--- config.mk ---
export PLATFORM = sky130hd
export DESIGN_NAME = sbus_frame_receiver
export DESIGN_NICKNAME = d
export VERILOG_FILES = /design/src/design/sfr_pkg.sv /design/src/design/sbus_frame_receiver.sv
export SDC_FILE = /design/constraint.sdc
export NUM_CORES = 1
export LEC_CHECK = 0
export BUFFER_PORTS_ARGS = -buffer_cell sky130_fd_sc_hd__buf_2
export CAP_MARGIN = 20
export CORE_AREA = 2 2 292 207
export CTS_CLUSTER_DIAMETER = 50
export DETAILED_ROUTE_END_ITERATION = 6
export DIE_AREA = 0 0 294 209
export SLEW_MARGIN = 20
export SYNTH_ARGS = -nofsm -noshare
export SYNTH_HDL_FRONTEND = slang
export SYNTH_SLANG_ARGS = --single-unit
--- constraint.sdc ---
create_clock -name clk -period 2.7 [get_ports clk]
set_input_delay 0.135 -clock clk [delete_from_list [all_inputs] [get_ports clk]]
set_output_delay 0.135 -clock clk [all_outputs]
set_load 0.03 [all_outputs]
--- src/design/sfr_pkg.sv ---
// ----------------------------------------------------------------------------
// sfr_pkg
// Shared types and constants for the servo-bus frame receiver: receive phase
// encoding, framing bytes and the channel packing geometry.
// ----------------------------------------------------------------------------
package sfr_pkg;

	// Receive phase of the frame parser.
	typedef enum logic [1:0] {
		PH_HUNT    = 2'd0,
		PH_PAYLOAD = 2'd1,
		PH_FLAGS   = 2'd2,
		PH_END     = 2'd3
	} phase_t;

	// Framing bytes.
	localparam logic [7:0] START_BYTE = 8'h0F;
	localparam logic [7:0] END_BYTE_A = 8'h04;
	localparam logic [7:0] END_BYTE_B = 8'h14;
	localparam logic [7:0] END_BYTE_C = 8'h24;
	localparam logic [7:0] END_BYTE_D = 8'h34;

	// Flags bits 3:2; only the patterns 00 and 10 are accepted.
	localparam logic [7:0] FLAG_MASK  = 8'h0C;
	localparam logic [7:0] FLAG_OK_A  = 8'h00;
	localparam logic [7:0] FLAG_OK_B  = 8'h08;

	// Channel packing geometry.
	localparam int NUM_CHANNELS = 16;
	localparam int CHAN_BITS    = 11;
	localparam int CHAN_IDX_W   = 4;
	localparam int FRAME_BYTES  = 22;
	localparam int CNT_W        = 5;
	localparam int ACC_W        = CHAN_BITS + 7;
	localparam int NBITS_W      = 5;

	localparam logic [CHAN_IDX_W-1:0] LAST_CHAN = CHAN_IDX_W'(NUM_CHANNELS - 1);

endpackage

--- src/design/sbus_frame_receiver.sv ---
// The parser takes one received byte per cycle while rx_stall is low; the unpacker reads the
// payload bytes back from the payload RAM one at a time, with one read in flight.
// An end byte waits (rx_stall) only while the previous frame's channels are still going out.
// Reset (arst_n low) returns the parser to hunting and empties the output; payload RAM is
// not cleared.
// ----------------------------------------------------------------------------
// sbus_frame_receiver
// Servo-bus frame decoder. Parses start byte, payload, flags and end byte,
// stores the payload in a two-bank RAM and unpacks 16 eleven-bit channels,
// least significant bit first, into one transaction per channel.
// ----------------------------------------------------------------------------
module sbus_frame_receiver #(
	parameter int PAYLOAD_BYTES = 22
) (
	input  logic                           clk,
	input  logic                           arst_n,
	input  logic                           rx_valid,
	output logic                           rx_stall,
	input  logic [7:0]                     rx_byte,
	output logic                           ch_valid,
	input  logic                           ch_stall,
	output logic [sfr_pkg::CHAN_IDX_W-1:0] channel_index,
	output logic [sfr_pkg::CHAN_BITS-1:0]  channel_value,
	output logic                           last_channel
);
	import sfr_pkg::*;

	localparam int IDX_W     = $clog2(PAYLOAD_BYTES);
	localparam int MEM_DEPTH = 2 ** (IDX_W + 1);

	localparam logic [CNT_W-1:0]   PAYLOAD_CNT = CNT_W'(PAYLOAD_BYTES);
	localparam logic [CNT_W-1:0]   FRAME_CNT   = CNT_W'(FRAME_BYTES);
	localparam logic [NBITS_W-1:0] CHAN_NBITS  = NBITS_W'(CHAN_BITS);
	localparam logic [NBITS_W-1:0] BYTE_NBITS  = NBITS_W'(8);

	// Parser state.
	phase_t             phase_q;
	phase_t             phase_d;
	logic [CNT_W-1:0]   byte_count_q;
	logic [7:0]         flag_byte_q;
	logic               wr_bank_q;

	// Unpacker state.
	logic               busy_q;
	logic               rd_bank_q;
	logic [CNT_W-1:0]   rd_addr_q;
	logic               rd_pend_s1;
	logic               rd_zero_s1;
	logic [7:0]         rd_data_s1;
	logic [ACC_W-1:0]   acc_q;
	logic [NBITS_W-1:0] nbits_q;
	logic [CHAN_IDX_W-1:0] ch_q;

	// Output register.
	logic                  ch_valid_q;
	logic [CHAN_IDX_W-1:0] chan_index_q;
	logic [CHAN_BITS-1:0]  chan_value_q;
	logic                  last_q;

	logic [7:0] payload_mem_q [MEM_DEPTH];

	logic rx_fire;
	logic wr_en;
	logic flag_en;
	logic count_clr;
	logic end_ok;
	logic flags_ok;
	logic frame_ok;
	logic rd_issue;
	logic emit;
	logic [7:0] byte_in;
	logic [CNT_W-1:0] count_inc;

	// An end byte waits while the previous frame is still being unpacked.
	assign rx_stall  = (phase_q == PH_END) && busy_q;
	assign rx_fire   = rx_valid && !rx_stall;
	assign count_inc = byte_count_q + CNT_W'(1);

	// Frame check on the end byte and the stored flags.
	always_comb begin
		end_ok   = rx_byte inside {END_BYTE_A, END_BYTE_B, END_BYTE_C, END_BYTE_D};
		flags_ok = (flag_byte_q & FLAG_MASK) inside {FLAG_OK_A, FLAG_OK_B};
	end

	// Parser next state.
	always_comb begin
		phase_d = phase_q;
		if (rx_fire) begin
			case (phase_q)
				PH_HUNT: begin
					if (rx_byte == START_BYTE) begin
						phase_d = PH_PAYLOAD;
					end
				end
				PH_PAYLOAD: begin
					if (count_inc >= PAYLOAD_CNT) begin
						phase_d = PH_FLAGS;
					end
				end
				PH_FLAGS: phase_d = PH_END;
				PH_END:   phase_d = PH_HUNT;
				default:  phase_d = PH_HUNT;
			endcase
		end
	end

	// Parser outputs.
	always_comb begin
		wr_en     = 1'b0;
		flag_en   = 1'b0;
		count_clr = 1'b0;
		frame_ok  = 1'b0;
		if (rx_fire) begin
			case (phase_q)
				PH_HUNT:    count_clr = (rx_byte == START_BYTE);
				PH_PAYLOAD: wr_en = 1'b1;
				PH_FLAGS:   flag_en = 1'b1;
				PH_END:     frame_ok = end_ok && flags_ok;
				default:    wr_en = 1'b0;
			endcase
		end
	end

	// Parser registers.
	always_ff @(posedge clk or negedge arst_n) begin
		if (!arst_n) begin
			phase_q      <= PH_HUNT;
			byte_count_q <= '0;
			flag_byte_q  <= '0;
			wr_bank_q    <= 1'b0;
		end else begin
			phase_q <= phase_d;
			if (count_clr) begin
				byte_count_q <= '0;
			end else if (wr_en) begin
				byte_count_q <= count_inc;
			end
			if (flag_en) begin
				flag_byte_q <= rx_byte;
			end
			if (frame_ok) begin
				wr_bank_q <= !wr_bank_q;
			end
		end
	end

	// Payload RAM: the parser fills one bank while the unpacker reads the other.
	always_ff @(posedge clk) begin
		if (wr_en) begin
			payload_mem_q[{wr_bank_q, byte_count_q[IDX_W-1:0]}] <= rx_byte;
		end
		if (rd_issue) begin
			rd_data_s1 <= payload_mem_q[{rd_bank_q, rd_addr_q[IDX_W-1:0]}];
		end
	end

	// One read in flight; a byte is fetched only when fewer than one channel of
	// bits is held, so a returning byte and a channel emit never coincide.
	assign rd_issue = busy_q && !rd_pend_s1 && (nbits_q < CHAN_NBITS) &&
		(rd_addr_q < FRAME_CNT);
	assign emit     = busy_q && (nbits_q >= CHAN_NBITS) && (!ch_valid_q || !ch_stall);
	assign byte_in  = rd_zero_s1 ? 8'h00 : rd_data_s1;

	// Unpacker control.
	always_ff @(posedge clk or negedge arst_n) begin
		if (!arst_n) begin
			busy_q     <= 1'b0;
			rd_bank_q  <= 1'b0;
			rd_addr_q  <= '0;
			rd_pend_s1 <= 1'b0;
			rd_zero_s1 <= 1'b0;
			nbits_q    <= '0;
			ch_q       <= '0;
		end else if (frame_ok) begin
			busy_q     <= 1'b1;
			rd_bank_q  <= wr_bank_q;
			rd_addr_q  <= '0;
			rd_pend_s1 <= 1'b0;
			nbits_q    <= '0;
			ch_q       <= '0;
		end else begin
			rd_pend_s1 <= rd_issue;
			if (rd_issue) begin
				rd_zero_s1 <= (rd_addr_q >= PAYLOAD_CNT);
				rd_addr_q  <= rd_addr_q + CNT_W'(1);
			end
			if (rd_pend_s1) begin
				nbits_q <= nbits_q + BYTE_NBITS;
			end else if (emit) begin
				nbits_q <= nbits_q - CHAN_NBITS;
				ch_q    <= ch_q + CHAN_IDX_W'(1);
				if (ch_q == LAST_CHAN) begin
					busy_q <= 1'b0;
				end
			end
		end
	end

	// Bit accumulator, least significant bit first.
	always_ff @(posedge clk) begin
		if (frame_ok) begin
			acc_q <= '0;
		end else if (rd_pend_s1) begin
			acc_q <= acc_q | (ACC_W'(byte_in) << nbits_q);
		end else if (emit) begin
			acc_q <= acc_q >> CHAN_BITS;
		end
	end

	// Output register control.
	always_ff @(posedge clk or negedge arst_n) begin
		if (!arst_n) begin
			ch_valid_q <= 1'b0;
		end else if (emit) begin
			ch_valid_q <= 1'b1;
		end else if (!ch_stall) begin
			ch_valid_q <= 1'b0;
		end
	end

	// Output register payload.
	always_ff @(posedge clk) begin
		if (emit) begin
			chan_index_q <= ch_q;
			chan_value_q <= acc_q[CHAN_BITS-1:0];
			last_q       <= (ch_q == LAST_CHAN);
		end
	end

	assign ch_valid      = ch_valid_q;
	assign channel_index = chan_index_q;
	assign channel_value = chan_value_q;
	assign last_channel  = last_q;

	// The accumulator never holds more than one channel plus one byte.
	a_nbits_bound: assert property (@(posedge clk) disable iff (!arst_n)
		nbits_q <= NBITS_W'(ACC_W))
		else $error("bit accumulator overflow");

	// A returning byte and a channel emit are never in the same cycle.
	a_no_overlap: assert property (@(posedge clk) disable iff (!arst_n)
		!(rd_pend_s1 && emit))
		else $error("read return collided with channel emit");

	// When a frame finishes, every byte was read and every bit used.
	a_frame_drained: assert property (@(posedge clk) disable iff (!arst_n)
		$fell(busy_q) |-> (nbits_q == '0) && (rd_addr_q == FRAME_CNT) && !rd_pend_s1)
		else $error("frame finished with bits left over");

	// A new frame is started only when the unpacker is free.
	a_start_idle: assert property (@(posedge clk) disable iff (!arst_n)
		frame_ok |-> !busy_q)
		else $error("frame accepted while unpacking");

	// The marked transaction carries the highest channel number.
	a_last_index: assert property (@(posedge clk) disable iff (!arst_n)
		ch_valid && last_channel |-> channel_index == LAST_CHAN)
		else $error("last channel mark on wrong channel");

endmodule

==> metrics.cfg <==
[run_status]
status = complete, no violations

[routing]
drtIter0Drc = 1418
antenna_left = 0
wl_met3_um = 4720
dr.max_layer_used = met4
wl_um = 55100
met2_length_um = 23400
drc = 0
first_pass_iters = 6
met1Wirelength_um = 26300
vias = 12394
viasPerCell = 5.51
wl_per_cell_um = 24.5

[floorplanning]
rows = 75
fp.dieW_um = 294
start_util_pct = 39.4
core_mm2 = 0.0590
io_pins = 30
die_area_mm2 = 0.0614
dieHeight_um = 209

[place]
placed_area_mm2 = 0.0254
portBuffers = 29
hpwl_um = 35800
gp_congestion = 0.824
placedCellCount = 2149

[synthesis]
avgSynthCellArea_um2 = 18.4
synth_largest_area_cell = edfxtp_1
ys_ff_latch = 582
synthesis.yosys.warnings = 0
postSynth.asyncResetShare_pct = 4.81
synth_edf_count = 536
synth.area.top_cells = edfxtp_1 69%, mux4_2 12%, dfrtp_1 3.0%, mux2i_1 2.8%, nor2_1 1.7%
netlist_instances = 1266
ys_top_cells_by_count = 536 x edfxtp_1, 121 x mux4_2, 106 x nor2_1
yosysMostFrequentCell = edfxtp_1
ys_seq_area_share_pct = 73.8
synth_top_area_share_pct = 69.3
synth_area_mm2 = 0.0232
synthesis.nets = 1289
synth_cell_types = 55
synth-main-ff-cell = edfxtp_1

[power_and_ir_drop]
p_int_mw = 17.4
total_power_mw = 24.3
swShare_pct = 28.3
p_leak_nw = 9.38
pwr-share-comb_pct = 25.5
pwr-share-seq_pct = 43.1
clock_power_share_pct = 31.4
power_switching_mw = 6.88
power-per-cell-area_mw_per_mm2 = 895
irDropWorstVdd_mv = 0.520

[timing]
clock_skew_ps = 28.3
holdWs_ps = 46.9
max_freq_ghz = 0.390
rsz0062_at_grt = false
fin_crit_ps = 2570
hold_viol = 0
slew_violations = 0
slew_headroom_pct = 38.7
finalCritPeriodShare_pct = 95.0
worst_slew_pin_slew_ps = 919
setup_viol = 0

[worst_setup_path]
startpoint_type = register
cp_max_fo = 20
path_class = register to register
worstPathArrival_ps = 2890
crit_required_ps = 3020
critPathCaptureType = register
ff2ff_path_depth = 5

[clocking]
cts_made_buffers = 53
clkTransAtPathRegs_ps = 70
root_buffer = clkbuf_16
cts_tree = built
cts_sinks = 582
clockBufferDepth = 3
htreeDepth = 2
clk_latency_ps = 600

[cells_and_area]
final_nets = 1461
final_cells = 2249
n_antenna_cell = 0
area_growth_pct = 16.9
fin_area_mm2 = 0.0272
drive_gt1_share_pct = 27.1

[hold_path]
worstHoldPathType = primary input to register
holdPathStages = 5

[grt]
grt_first_pass_wirelength_um = 82300
grt-ovfl-total = 0
antenna_found_initial = 1
grt_start_max_net_pins = 66
grt_pass1_vias = 12351
grt_use_total_pct = 18.2

[run]
maxCapViolCount = 0

[final cells by class]
cell class	instances	area (um^2)
inverters	10	37.5
clock buffers	67	1430
clock inverters	29	323
multi-input cells	601	5710
fillers	4959	31900
repair buffers	190	1530
well taps	770	963
flip-flops and latches	582	17200
[power by group through the flow]
stage	clock, mW	sequential, mW	combinational [mW]
2_1_floorplan	0	10.4	4.01
3_3_place_gp	0	10.6	6.12
3_5_place_dp	0	10.7	6.18
4_1_cts	7.78	10.5	6.22
5_1_grt	8.14	10.5	6.64
6_report	7.64	10.5	6.19
[per-stage QoR]
stage	setup slack, ps	util, %	TNS [ps]
3_3_place_gp	18.5	43.0	0
6_report	134	46.0	0
2_1_floorplan	-58.1	-	-3540
3_5_place_dp	-16.7	43.0	-16.7
4_1_cts	69.2	46.0	0
5_1_grt	29.0	46.0	0
[flip-flops by register name, summed over array words and instances, names as in the netlist]
register       flops
payload_mem_q    512
acc_q             18
channel_value     11
rd_data_s1         8
byte_count_q       5
nbits_q            5
rd_addr_q          5
ch_q               4
channel_index      4
phase_q            2
busy_q             1
ch_valid           1
flag_byte_q        1
last_channel       1
rd_bank_q          1
rd_pend_s1         1
rd_zero_s1         1
wr_bank_q          1
[final timing paths]
path | endpoint | from | slack (ps)
setup reg to reg | rd_data_s1[6] | rd_addr_q[0] | 130
setup / recovery | rd_data_s1[6] | rd_addr_q[0] | 130
min in group asynchronous | rd_addr_q[0] | arst_n | 140
max in group asynchronous | rd_addr_q[1] | arst_n | 2030
hold / removal | byte_count_q[0] | rx_byte[5] | 50
hold reg to reg | channel_value[8] | acc_q[8] | 430
[critical path, stage by stage, from the launching register on]
cell	delay [ps]
dfrtp_4	480
buf_12	230
mux4_2	540
mux4_2	490
a2111oi_2	460
nor2_1	70
[timing repair]
action,in CTS,in global routing
hold buffers,4,0
buffers inserted,0,0
endpoints found under the hold margin,33,0
endpoints found under the setup margin,1,2
pin swaps,0,1
resized for setup,1,1
[layout by cell type (no fill, tap or decap), drive strengths merged, types with 8 or more instances in the layout]
cell type,n
edfxtp,536
buf,186
mux4,121
nor2,107
clkbuf,67
mux2i,66
nand2,66
a21oi,42
dfrtp,28
o21ai,23
nand3,21
a22oi,19
clkinv,19
dfxtp,18
nor2b,13
inv,12
ha,11
nand4,10
a31oi,8
xor2,8
a211oi,8
[cell families after synthesis]
logic type | share of synthesized area, %
DFF | 73.8
adders and majority gates | 0.592
and+or+nand+nor | 4.94
xor gates and xnor gates | 0.528
AOI/OAI and AO/OA | 3.73
buffers and inverters | 1.60
muxes | 14.8
[layer usage]
metal,up-vias,global-route usage [%]
met2,470,25.5
li1,5414,-
met1,6452,29.2
met5,-,0
met4,0,3.08
met3,58,4.07
Note: power is estimated with default switching activity, not from simulation.
